**config.mk**
```make
export PLATFORM = sky130hd
export DESIGN_NAME = ascii_decimal_to_fixed
export DESIGN_NICKNAME = d
export VERILOG_FILES = /design/src/sv/adf_pkg.sv /design/src/sv/ascii_decimal_to_fixed.sv
export SDC_FILE = /design/constraint.sdc
export NUM_CORES = 1
export LEC_CHECK = 0
export BUFFER_PORTS_ARGS = -buffer_cell sky130_fd_sc_hd__buf_2
export CORE_MARGIN = 5
export CORE_UTILIZATION = 55
export DETAILED_ROUTE_END_ITERATION = 8
export HOLD_SLACK_MARGIN = 0.1
export PLACE_DENSITY_LB_ADDON = 0.12
export SETUP_SLACK_MARGIN = 0.15
export SLEW_MARGIN = 30
export SYNTH_ARGS = -nofsm -noshare
export SYNTH_HDL_FRONTEND = slang
export SYNTH_SLANG_ARGS = --single-unit
```
**constraint.sdc**
```tcl
create_clock -name i_clk -period 8.9 [get_ports i_clk]
set_input_delay 1.335 -clock i_clk [delete_from_list [all_inputs] [get_ports i_clk]]
set_output_delay 1.335 -clock i_clk [all_outputs]
set_load 0.01 [all_outputs]
```
**src/sv/adf_pkg.sv**
```systemverilog
// Package with the parse phases, character codes and scaling constants of the decimal parser.
package adf_pkg;

    typedef enum logic [1:0] {
        PH_START,
        PH_INT,
        PH_FRAC
    } t_phase;

    localparam logic [7:0] CHAR_MINUS = 8'h2D;
    localparam logic [7:0] CHAR_DOT   = 8'h2E;
    localparam logic [7:0] CHAR_ZERO  = 8'h30;
    localparam logic [7:0] CHAR_NINE  = 8'h39;

    localparam int DEF_MAX_INT_DIGITS  = 8;
    localparam int DEF_MAX_FRAC_DIGITS = 6;

    localparam int          SCALE_DIGITS = 6;
    localparam int          SCALE_W      = 20;
    localparam int          CNT_W        = 4;
    localparam logic [3:0]  CNT_SAT      = 4'd15;
    localparam logic [19:0] SCALE        = 20'd1000000;
    localparam int          OUT_W        = 48;
    localparam logic [47:0] MAG_MAX      = 48'h7FFF_FFFF_FFFF;

    function automatic logic [SCALE_W-1:0] adf_pow10(input logic [2:0] n);
        logic [SCALE_W-1:0] p;
        case (n)
            3'd0:    p = 20'd1;
            3'd1:    p = 20'd10;
            3'd2:    p = 20'd100;
            3'd3:    p = 20'd1000;
            3'd4:    p = 20'd10000;
            3'd5:    p = 20'd100000;
            3'd6:    p = 20'd1000000;
            default: p = 20'd1;
        endcase
        return p;
    endfunction

endpackage

```
**src/sv/ascii_decimal_to_fixed.sv**
```systemverilog
// Top level of the ASCII decimal to fixed-point parser, one character per transfer.
//
//   Channel   Direction  Handshake           Payload
//   input     in         i_valid / o_stall   i_char_code[7:0], i_last_char
//   result    out        o_valid / i_stall   o_valid_res, o_value_millionths[47:0]
//
// One character is taken in every cycle that o_stall is low; the parse state register
// holds the running digits. A result passes from its last character through a capture
// stage, a scaling stage and the output register, which takes the saturated sum.
// Reset clears the parse state and all stage valid flags.
// A stalled output holds the whole pipeline, and the input is stalled only while the
// output register holds a result that is being stalled.
module ascii_decimal_to_fixed
    import adf_pkg::*;
#(
    parameter int MAX_INT_DIGITS  = DEF_MAX_INT_DIGITS,
    parameter int MAX_FRAC_DIGITS = DEF_MAX_FRAC_DIGITS
) (
    input  logic                    i_clk,
    input  logic                    i_rst_n,
    input  logic                    i_valid,
    output logic                    o_stall,
    input  logic [7:0]              i_char_code,
    input  logic                    i_last_char,
    output logic                    o_valid,
    input  logic                    i_stall,
    output logic                    o_valid_res,
    output logic signed [OUT_W-1:0] o_value_millionths
);

    localparam int IntAccW  = $clog2(10 ** MAX_INT_DIGITS);
    localparam int FracKeep = (MAX_FRAC_DIGITS < SCALE_DIGITS) ? MAX_FRAC_DIGITS : SCALE_DIGITS;
    localparam int FracAccW = $clog2(10 ** FracKeep);
    localparam int ProdW    = IntAccW + SCALE_W;
    localparam int MagW     = ProdW + 1;

    localparam logic [CNT_W-1:0] IntLimit  = CNT_W'(MAX_INT_DIGITS);
    localparam logic [CNT_W-1:0] FracLimit = CNT_W'(MAX_FRAC_DIGITS);
    localparam logic [CNT_W-1:0] KeepLimit = CNT_W'(FracKeep);
    localparam logic [CNT_W-1:0] ScaleCnt  = CNT_W'(SCALE_DIGITS);

    t_phase               r_phase, n_phase;
    logic                 r_neg, n_neg;
    logic [IntAccW-1:0]   r_int, n_int;
    logic [FracAccW-1:0]  r_frac, n_frac;
    logic [CNT_W-1:0]     r_int_cnt, n_int_cnt;
    logic [CNT_W-1:0]     r_frac_cnt, n_frac_cnt;
    logic                 r_err, n_err;

    logic                 r_s1_valid, r_s1_ok, r_s1_neg;
    logic [IntAccW-1:0]   r_s1_int;
    logic [FracAccW-1:0]  r_s1_frac;
    logic [CNT_W-1:0]     r_s1_fcnt;

    logic                 r_s2_valid, r_s2_ok, r_s2_neg;
    logic [ProdW-1:0]     r_s2_int;
    logic [SCALE_W-1:0]   r_s2_frac;

    logic                 r_out_valid, r_out_res;
    logic [OUT_W-1:0]     r_out_val;

    logic                 advance, accept, is_digit, ok;
    logic [3:0]           digit;
    logic [2:0]           scale_idx;
    logic [MagW-1:0]      mag;
    logic [63:0]          mag64;
    logic [OUT_W-1:0]     mag_sat, value;

    assign advance  = !r_out_valid || !i_stall;
    assign o_stall  = !advance;
    assign accept   = i_valid && advance;
    assign is_digit = (i_char_code >= CHAR_ZERO) && (i_char_code <= CHAR_NINE);
    assign digit    = 4'(i_char_code - CHAR_ZERO);

    always_comb begin
        n_phase    = r_phase;
        n_neg      = r_neg;
        n_int      = r_int;
        n_frac     = r_frac;
        n_int_cnt  = r_int_cnt;
        n_frac_cnt = r_frac_cnt;
        n_err      = r_err;
        if (r_phase == PH_START && i_char_code == CHAR_MINUS) begin
            n_neg   = 1'b1;
            n_phase = PH_INT;
        end else if ((r_phase == PH_START || r_phase == PH_INT) && is_digit) begin
            n_phase = PH_INT;
            if (r_int_cnt < IntLimit) begin
                n_int = IntAccW'(32'(r_int) * 32'd10 + 32'(digit));
            end else begin
                n_err = 1'b1;
            end
            if (r_int_cnt < CNT_SAT) begin
                n_int_cnt = r_int_cnt + 1'b1;
            end
        end else if ((r_phase == PH_START || r_phase == PH_INT) && i_char_code == CHAR_DOT) begin
            if (r_int_cnt == '0) begin
                n_err = 1'b1;
            end
            n_phase = PH_FRAC;
        end else if (r_phase == PH_FRAC && is_digit) begin
            if (r_frac_cnt < FracLimit) begin
                if (r_frac_cnt < KeepLimit) begin
                    n_frac = FracAccW'(32'(r_frac) * 32'd10 + 32'(digit));
                end
            end else begin
                n_err = 1'b1;
            end
            if (r_frac_cnt < CNT_SAT) begin
                n_frac_cnt = r_frac_cnt + 1'b1;
            end
        end else begin
            n_err = 1'b1;
        end
    end

    assign ok = !n_err && n_phase == PH_FRAC && n_int_cnt != '0 && n_int_cnt <= IntLimit
                && n_frac_cnt != '0 && n_frac_cnt <= FracLimit;

    always_ff @(posedge i_clk) begin
        if (!i_rst_n) begin
            r_phase    <= PH_START;
            r_neg      <= 1'b0;
            r_int      <= '0;
            r_frac     <= '0;
            r_int_cnt  <= '0;
            r_frac_cnt <= '0;
            r_err      <= 1'b0;
        end else if (accept) begin
            if (i_last_char) begin
                r_phase    <= PH_START;
                r_neg      <= 1'b0;
                r_int      <= '0;
                r_frac     <= '0;
                r_int_cnt  <= '0;
                r_frac_cnt <= '0;
                r_err      <= 1'b0;
            end else begin
                r_phase    <= n_phase;
                r_neg      <= n_neg;
                r_int      <= n_int;
                r_frac     <= n_frac;
                r_int_cnt  <= n_int_cnt;
                r_frac_cnt <= n_frac_cnt;
                r_err      <= n_err;
            end
        end
    end

    assign scale_idx = (r_s1_fcnt >= ScaleCnt) ? 3'd0 : 3'(ScaleCnt - r_s1_fcnt);

    assign mag     = MagW'(r_s2_int) + MagW'(r_s2_frac);
    assign mag64   = 64'(mag);
    assign mag_sat = (mag64 > 64'(MAG_MAX)) ? MAG_MAX : OUT_W'(mag64);
    assign value   = !r_s2_ok ? '0 : (r_s2_neg ? (OUT_W'(0) - mag_sat) : mag_sat);

    always_ff @(posedge i_clk) begin
        if (!i_rst_n) begin
            r_s1_valid  <= 1'b0;
            r_s2_valid  <= 1'b0;
            r_out_valid <= 1'b0;
        end else if (advance) begin
            r_s1_valid  <= accept && i_last_char;
            r_s2_valid  <= r_s1_valid;
            r_out_valid <= r_s2_valid;
        end
    end

    always_ff @(posedge i_clk) begin
        if (advance) begin
            r_s1_ok   <= ok;
            r_s1_neg  <= n_neg;
            r_s1_int  <= n_int;
            r_s1_frac <= n_frac;
            r_s1_fcnt <= n_frac_cnt;
            r_s2_ok   <= r_s1_ok;
            r_s2_neg  <= r_s1_neg;
            r_s2_int  <= ProdW'(r_s1_int) * ProdW'(SCALE);
            r_s2_frac <= SCALE_W'(SCALE_W'(r_s1_frac) * adf_pow10(scale_idx));
            r_out_res <= r_s2_ok;
            r_out_val <= value;
        end
    end

    assign o_valid            = r_out_valid;
    assign o_valid_res        = r_out_res;
    assign o_value_millionths = signed'(r_out_val);

endmodule

```
After elaboration in Yosys (flattened, before gate mapping)
Index checks and enable logic that the tools add are counted.
{ "op_classes": {"addsub": 8, "multipliers": 4, "magnitude_cmp": 10, "n_eq_ne": 11, "n_mux": 39, "n_reduce_logical": 22} }
{ "ops": {"columns": ["op", "count"], "rows": [
  ["$mux 20", 7],
  ["$pmux 20 s6", 1],
  ["$mux 27", 4],
  ["$mux 48", 2],
  ["$add 47x20->48", 1],
  ["$gt 48x47->1 const B", 1],
  ["$sub 1x48->48 const A", 1],
  ["$mul 27x14->41 const B", 1],
  ["$mux 4", 10],
  ["$add 27x4->27", 1],
  ["$mul 27x3->26 const B", 1],
  ["$add 20x4->20", 1],
  ["$mul 20x20->20", 1],
  ["$mul 20x3->19 const B", 1],
  ["$eq 8x6->1 const B", 2],
  ["$logic_and 1x1->1", 12],
  ["$lt 4x4->1 const B", 3],
  ["$mux 1", 10],
  ["$eq 3x3->1 const B", 3],
  ["$add 4x1->4 const B", 2],
  ["$ge 8x6->1 const B", 1],
  ["$le 8x6->1 const B", 1],
  ["$mux 2", 4],
  ["$reduce_bool 4->1", 2],
  ["other kinds (15)", 21]
]} }
{ "word_totals": {"regBits": 227, "input_bits": 13, "output_inout_bits": 51, "word_cells": 115} }

Logic depth before layout (Yosys ltp)
{ "depth": {"depth_word": 13, "ltp_mapped": 34, "depth_no_buf": 31} }

Worst setup path before layout
OpenSTA, ideal clock, no wires.
{ "synth_path": {"kind": "reg-to-reg", "from": "register r_s1_fcnt[0]", "to": "register r_s2_frac[18] (data pin)", "setup_ns": 0.258, "arrival_time_ns": 7.962, "required_ns": 8.642, "slack_ns": 0.681, "stages_incl_launch_ff": 30, "path_buffers": 3, "synth_period_minus_slack_ns": 8.219, "cell_sequence": "edfxtp_1 -> clkbuf_1 -> inv_1 -> clkbuf_1 -> ha_1 -> nor3_1 -> mux2i_1 -> nor3_1 -> nor3_1 -> nor4_1 -> clkbuf_1 -> and2_1 -> fa_1 -> fa_1 -> inv_1 -> fa_1 -> inv_1 -> fa_1 -> ha_1 -> fa_1 -> inv_1 -> fa_1 -> inv_1 -> ha_1 -> or3_1 -> a211oi_1 -> nor3_1 -> or3b_2 -> a21oi_1 -> xnor2_1"} }
{ "synth_via": {"elab_chain_len": 6, "elab_cells_between_ends": 12, "cone_classes": "add/sub (1); mul (1); order compare (1); eq/ne (6); mux (3)"} }
{ "synth_rtl": {"columns": ["item", "line_no", "source"], "rows": [
  ["start, declared", "ascii_decimal_to_fixed.sv:53", "logic [CNT_W-1:0] r_s1_fcnt;"],
  ["start signal, assigned", "ascii_decimal_to_fixed.sv:175", "r_s1_fcnt <= n_frac_cnt;"],
  ["$ge 4x3->1 or $sub 3x3->3 (tied branches)", "ascii_decimal_to_fixed.sv:150", "assign scale_idx = (r_s1_fcnt >= ScaleCnt) ? 3'd0 : 3'(ScaleCnt - r_s1_fcnt);"],
  ["$mux 3 (*)", "ascii_decimal_to_fixed.sv:150", null],
  ["$eq 3x3->1 (tied with other cells)", "adf_pkg.sv:28", "case (n)"],
  ["$pmux 20 s6 (*)", "adf_pkg.sv:28", null],
  ["$mux 20 (*)", "ascii_decimal_to_fixed.sv:170", "if (advance) begin"],
  ["$mul 20x20->20 (*)", "ascii_decimal_to_fixed.sv:179", "r_s2_frac <= SCALE_W'(SCALE_W'(r_s1_frac) * adf_pow10(scale_idx));"],
  ["end signal, assigned", "ascii_decimal_to_fixed.sv:179", null],
  ["end, declared", "ascii_decimal_to_fixed.sv:57", "logic [SCALE_W-1:0] r_s2_frac;"]
]} }
Every way passes the cells marked *; elsewhere a longest branch is shown, timed or not. The select of a mux whose other input is x is not followed.
A chain may end at the register's enable or synchronous reset.

Worst setup path in the final report
Same ends and word-level chain as after synthesis.

==> metrics.cfg <==
[worst_setup_path]
end_kind = flip-flop
path_max_fanout = 17
crit_type = flip-flop to flip-flop
cpMaxStageDelayCell = edfxtp_1
cp.arrival_ns = 8.50
crit_required_ns = 9.18
cp_common_cell = fa_1
max_stage_delay_ns = 0.56
crit_path_start_kind = flip-flop

[yosys]
ys_seq_elements = 227
synth_cell_type_count = 95
yosysSeqAreaShare_pct = 23.5
synth_async_sr_flop_share_pct = 0
synth_top_area_cell = edfxtp_1
syn_nets = 3351
yosysWarningCount = 0
synth_area_mm2 = 0.0264
netlist.area_leader.share_pct = 18.8
synth.avg_cell_area_um2 = 9.46
ys_top_cells_by_area = edfxtp_1 19%, fa_1 18%, ha_1 15%
synth-edff-count = 165
synth-main-ff-cell = edfxtp_1
synth_cells = 2789

[die]
core-area_mm2 = 0.0475
initial_core_util_pct = 55.5
rows = 80
die_h_um = 229
dieArea_mm2 = 0.0524
ios = 64
die_w_um = 229

[final_layout]
drive_above_1_share_pct = 6.92
antenna_cells = 0
syn_to_final_growth_pct = 6.89
fin_nets = 3373
fillers = 4071

[routing]
routedWlPerCell_um = 16.5
wirelength_um = 57000
routed-via-count = 19800
drt-initial-drc-count = 1263
drt-vias-per-instance = 5.74
drc = 0
antenna_left = 0
drt_first_pass_iters = 5

[min_path]
hold_path_class = flip-flop to flip-flop

[timing]
rsz0062_at_grt = no
fin_ws_ns = 0.681
max_freq_mhz = 122
tns_ns = 0
worst_slew_pin_slew_ns = 0.980
drv_slew = 0
relSlewSlack_pct = 34.1
final.min_clock_period_ns = 8.22
setup_viol = 0
finalCritPeriodShare_pct = 92.3
fin_worst_skew_ns = 0.0205
hold_violations = 0

[pwr]
power.density_mw_per_mm2 = 99.1
p_leak_nw = 13.8
ir_worst_vdd_mv = 0.128

[global_routing]
antenna_found_initial = 0
grt_usage_pct = 21.6
grt_remaining_overflow = 0
grt_pass1_vias = 19600
grt_start_max_net_pins = 66
grt_first_pass_wirelength_um = 96700

[clock_tree]
clkSinkCount = 227
clockRootBuffer = clkbuf_16
insertion_delay_ns = 0.55
path_clk_slew_ns = 0.06
cts-buffers-inserted = 27
cts_hold_buffers = 0
clock_path_buffers = 3
ctsHtreeMaxLevel = 1
tritoncts = done

[placed_design]
place_ws_ns = 0.571
dp_hpwl_um = 45800
port-buffer-count = 63
gp_congestion = 0.909

[status]
status = complete, no violations

[flow_run]
cap_violations = 0

==> synth_stat cells (all sizes together) (6+ instances only) <==
cell type and n:
nor4 31, and2 108, a211oi 24, nor4b 6, nor2b 58, or3 22
xnor2 118, nand3 62, o21bai 11, a221oi 6, mux2i 14, nor2 177
o31ai 19, nand4 23, o21ai 109, nor3b 21, nand2b 23, edfxtp 165
a211o 9, nor3 72, o31a 7, o41ai 7, a21o 38, xor2 56
dfxtp 62, a21boi 11, ha 311, and4 9, inv 286, a22oi 40
and3 37, a2111oi 11, a21oi 95, o311ai 6, or4 12, o22ai 6
o21a 30, nand2 233, a31oi 21, clkbuf 85, buf 8, mux2 6
fa 238, o211ai 11, or2 18
==> registers in the layout, summed over array words and instances (netlist names), 2 cells and up <==
name	flops
o_value_millionths	48
r_s2_int	41
r_int	27
r_s1_int	27
r_frac	20
r_s1_frac	20
r_s2_frac	20
r_frac_cnt	4
r_int_cnt	4
r_s1_fcnt	4
r_phase	2
==> layer usage <==
| metal | GRT usage [%] | share of wire (%) |
|---|---|---|
| met1 | 31.5 | 48 |
| met5 | 0 | 0 |
| met3 | 2.01 | 4.0 |
| met2 | 35.6 | 46 |
| met4 | 4.32 | 1.8 |
==> layout make-up <==
class	instances	area, um^2	area share [%]
sequential	227	6200	22.0
clock inverter	15	146	0.519
tap	615	769	2.73
multi-input combinational	2183	18800	66.7
inverter	286	1080	3.82
clock buffer	34	722	2.56
timing repair buffer	86	488	1.73
==> power by group <==
group          switching [W]  internal (W)
clock network       0.000439      0.000634
logic               0.000306      0.000191
registers          0.0000492       0.00117
==> cell families after synthesis <==
group | count (synthesis) | share of synthesized area (%)
AOI/OAI and AO/OA | 512 | 13.3
xor gates and xnor gates | 174 | 5.78
adders and majority gates | 549 | 32.8
buffers and inverters | 379 | 5.46
DFF | 227 | 23.5
muxes | 20 | 0.787
and+or+nand+nor | 928 | 18.3
==> worst paths after layout <==
| path | start | to | slack (ns) | depth (start not counted) |
|---|---|---|---|---|
| worst max-delay path | r_s1_fcnt[0] | r_s2_frac[18] | 0.68 | 27 |
| worst min-delay path | r_s1_neg | r_s2_neg | 0.43 | 0 |
| worst max register to register | r_s1_fcnt[0] | r_s2_frac[18] | 0.68 | 27 |
| worst min register to register | r_s1_neg | r_s2_neg | 0.43 | 0 |
==> per-stage QoR <==
step	util [%]	hold slack (ns)	instances	cell area, um^2	power (W)
finish	59.3	0.432	3446	28200	0.00279
global placement	57.4	0.411	3394	27300	0.00172
floorplan	-	0.400	2789	26400	0.00162
global route	59.3	0.445	3446	28200	0.00294
CTS	59.2	0.436	3443	28200	0.00282
detailed placement	57.4	0.423	3394	27300	0.00174
==> worst max-delay path: cells and delay by family, from the launching register on <==
kind	cells	cell delay, ns
adders and majority gates	9	3.77
and+or+nand+nor	8	2.05
buffers and inverters	6	0.70
DFF	1	0.56
AOI/OAI and AO/OA	2	0.54
muxes	1	0.24
xor gates and xnor gates	1	0.09
==> cell usage in the layout (no fill, tap or decap), types with 22 or more instances in the layout <==
cell       synthesis  final
xor2_1            56     56
xnor2_1          118    118
nor3_1            66     64
and3_1            37     37
a22oi_1           40     40
a21o_1            38     37
fa_1             238    238
ha_1             311    311
buf_2              5     63
inv_1            285    284
buf_4              1     23
nand2b_1          23     23
nor2_1           177    176
a21oi_1           95     95
nor4_1            28     25
a211oi_1          22     22
o21a_1            29     29
nor2b_1           58     58
nand4_1           23     23
clkbuf_16          0     27
o21ai_0          100    100
dfxtp_1           62     62
nand2_1          233    232
and2_1           107    107
nand3_1           61     61
edfxtp_1         165    165
==> what timing repair did <==
action / in CTS / in global routing
endpoints found under the setup margin: 0 / 2
setup buffers: 0 / 3
resized for setup: 0 / 2
hold endpoints to repair: 0 / 0
Power figures use the tool's default switching activity.
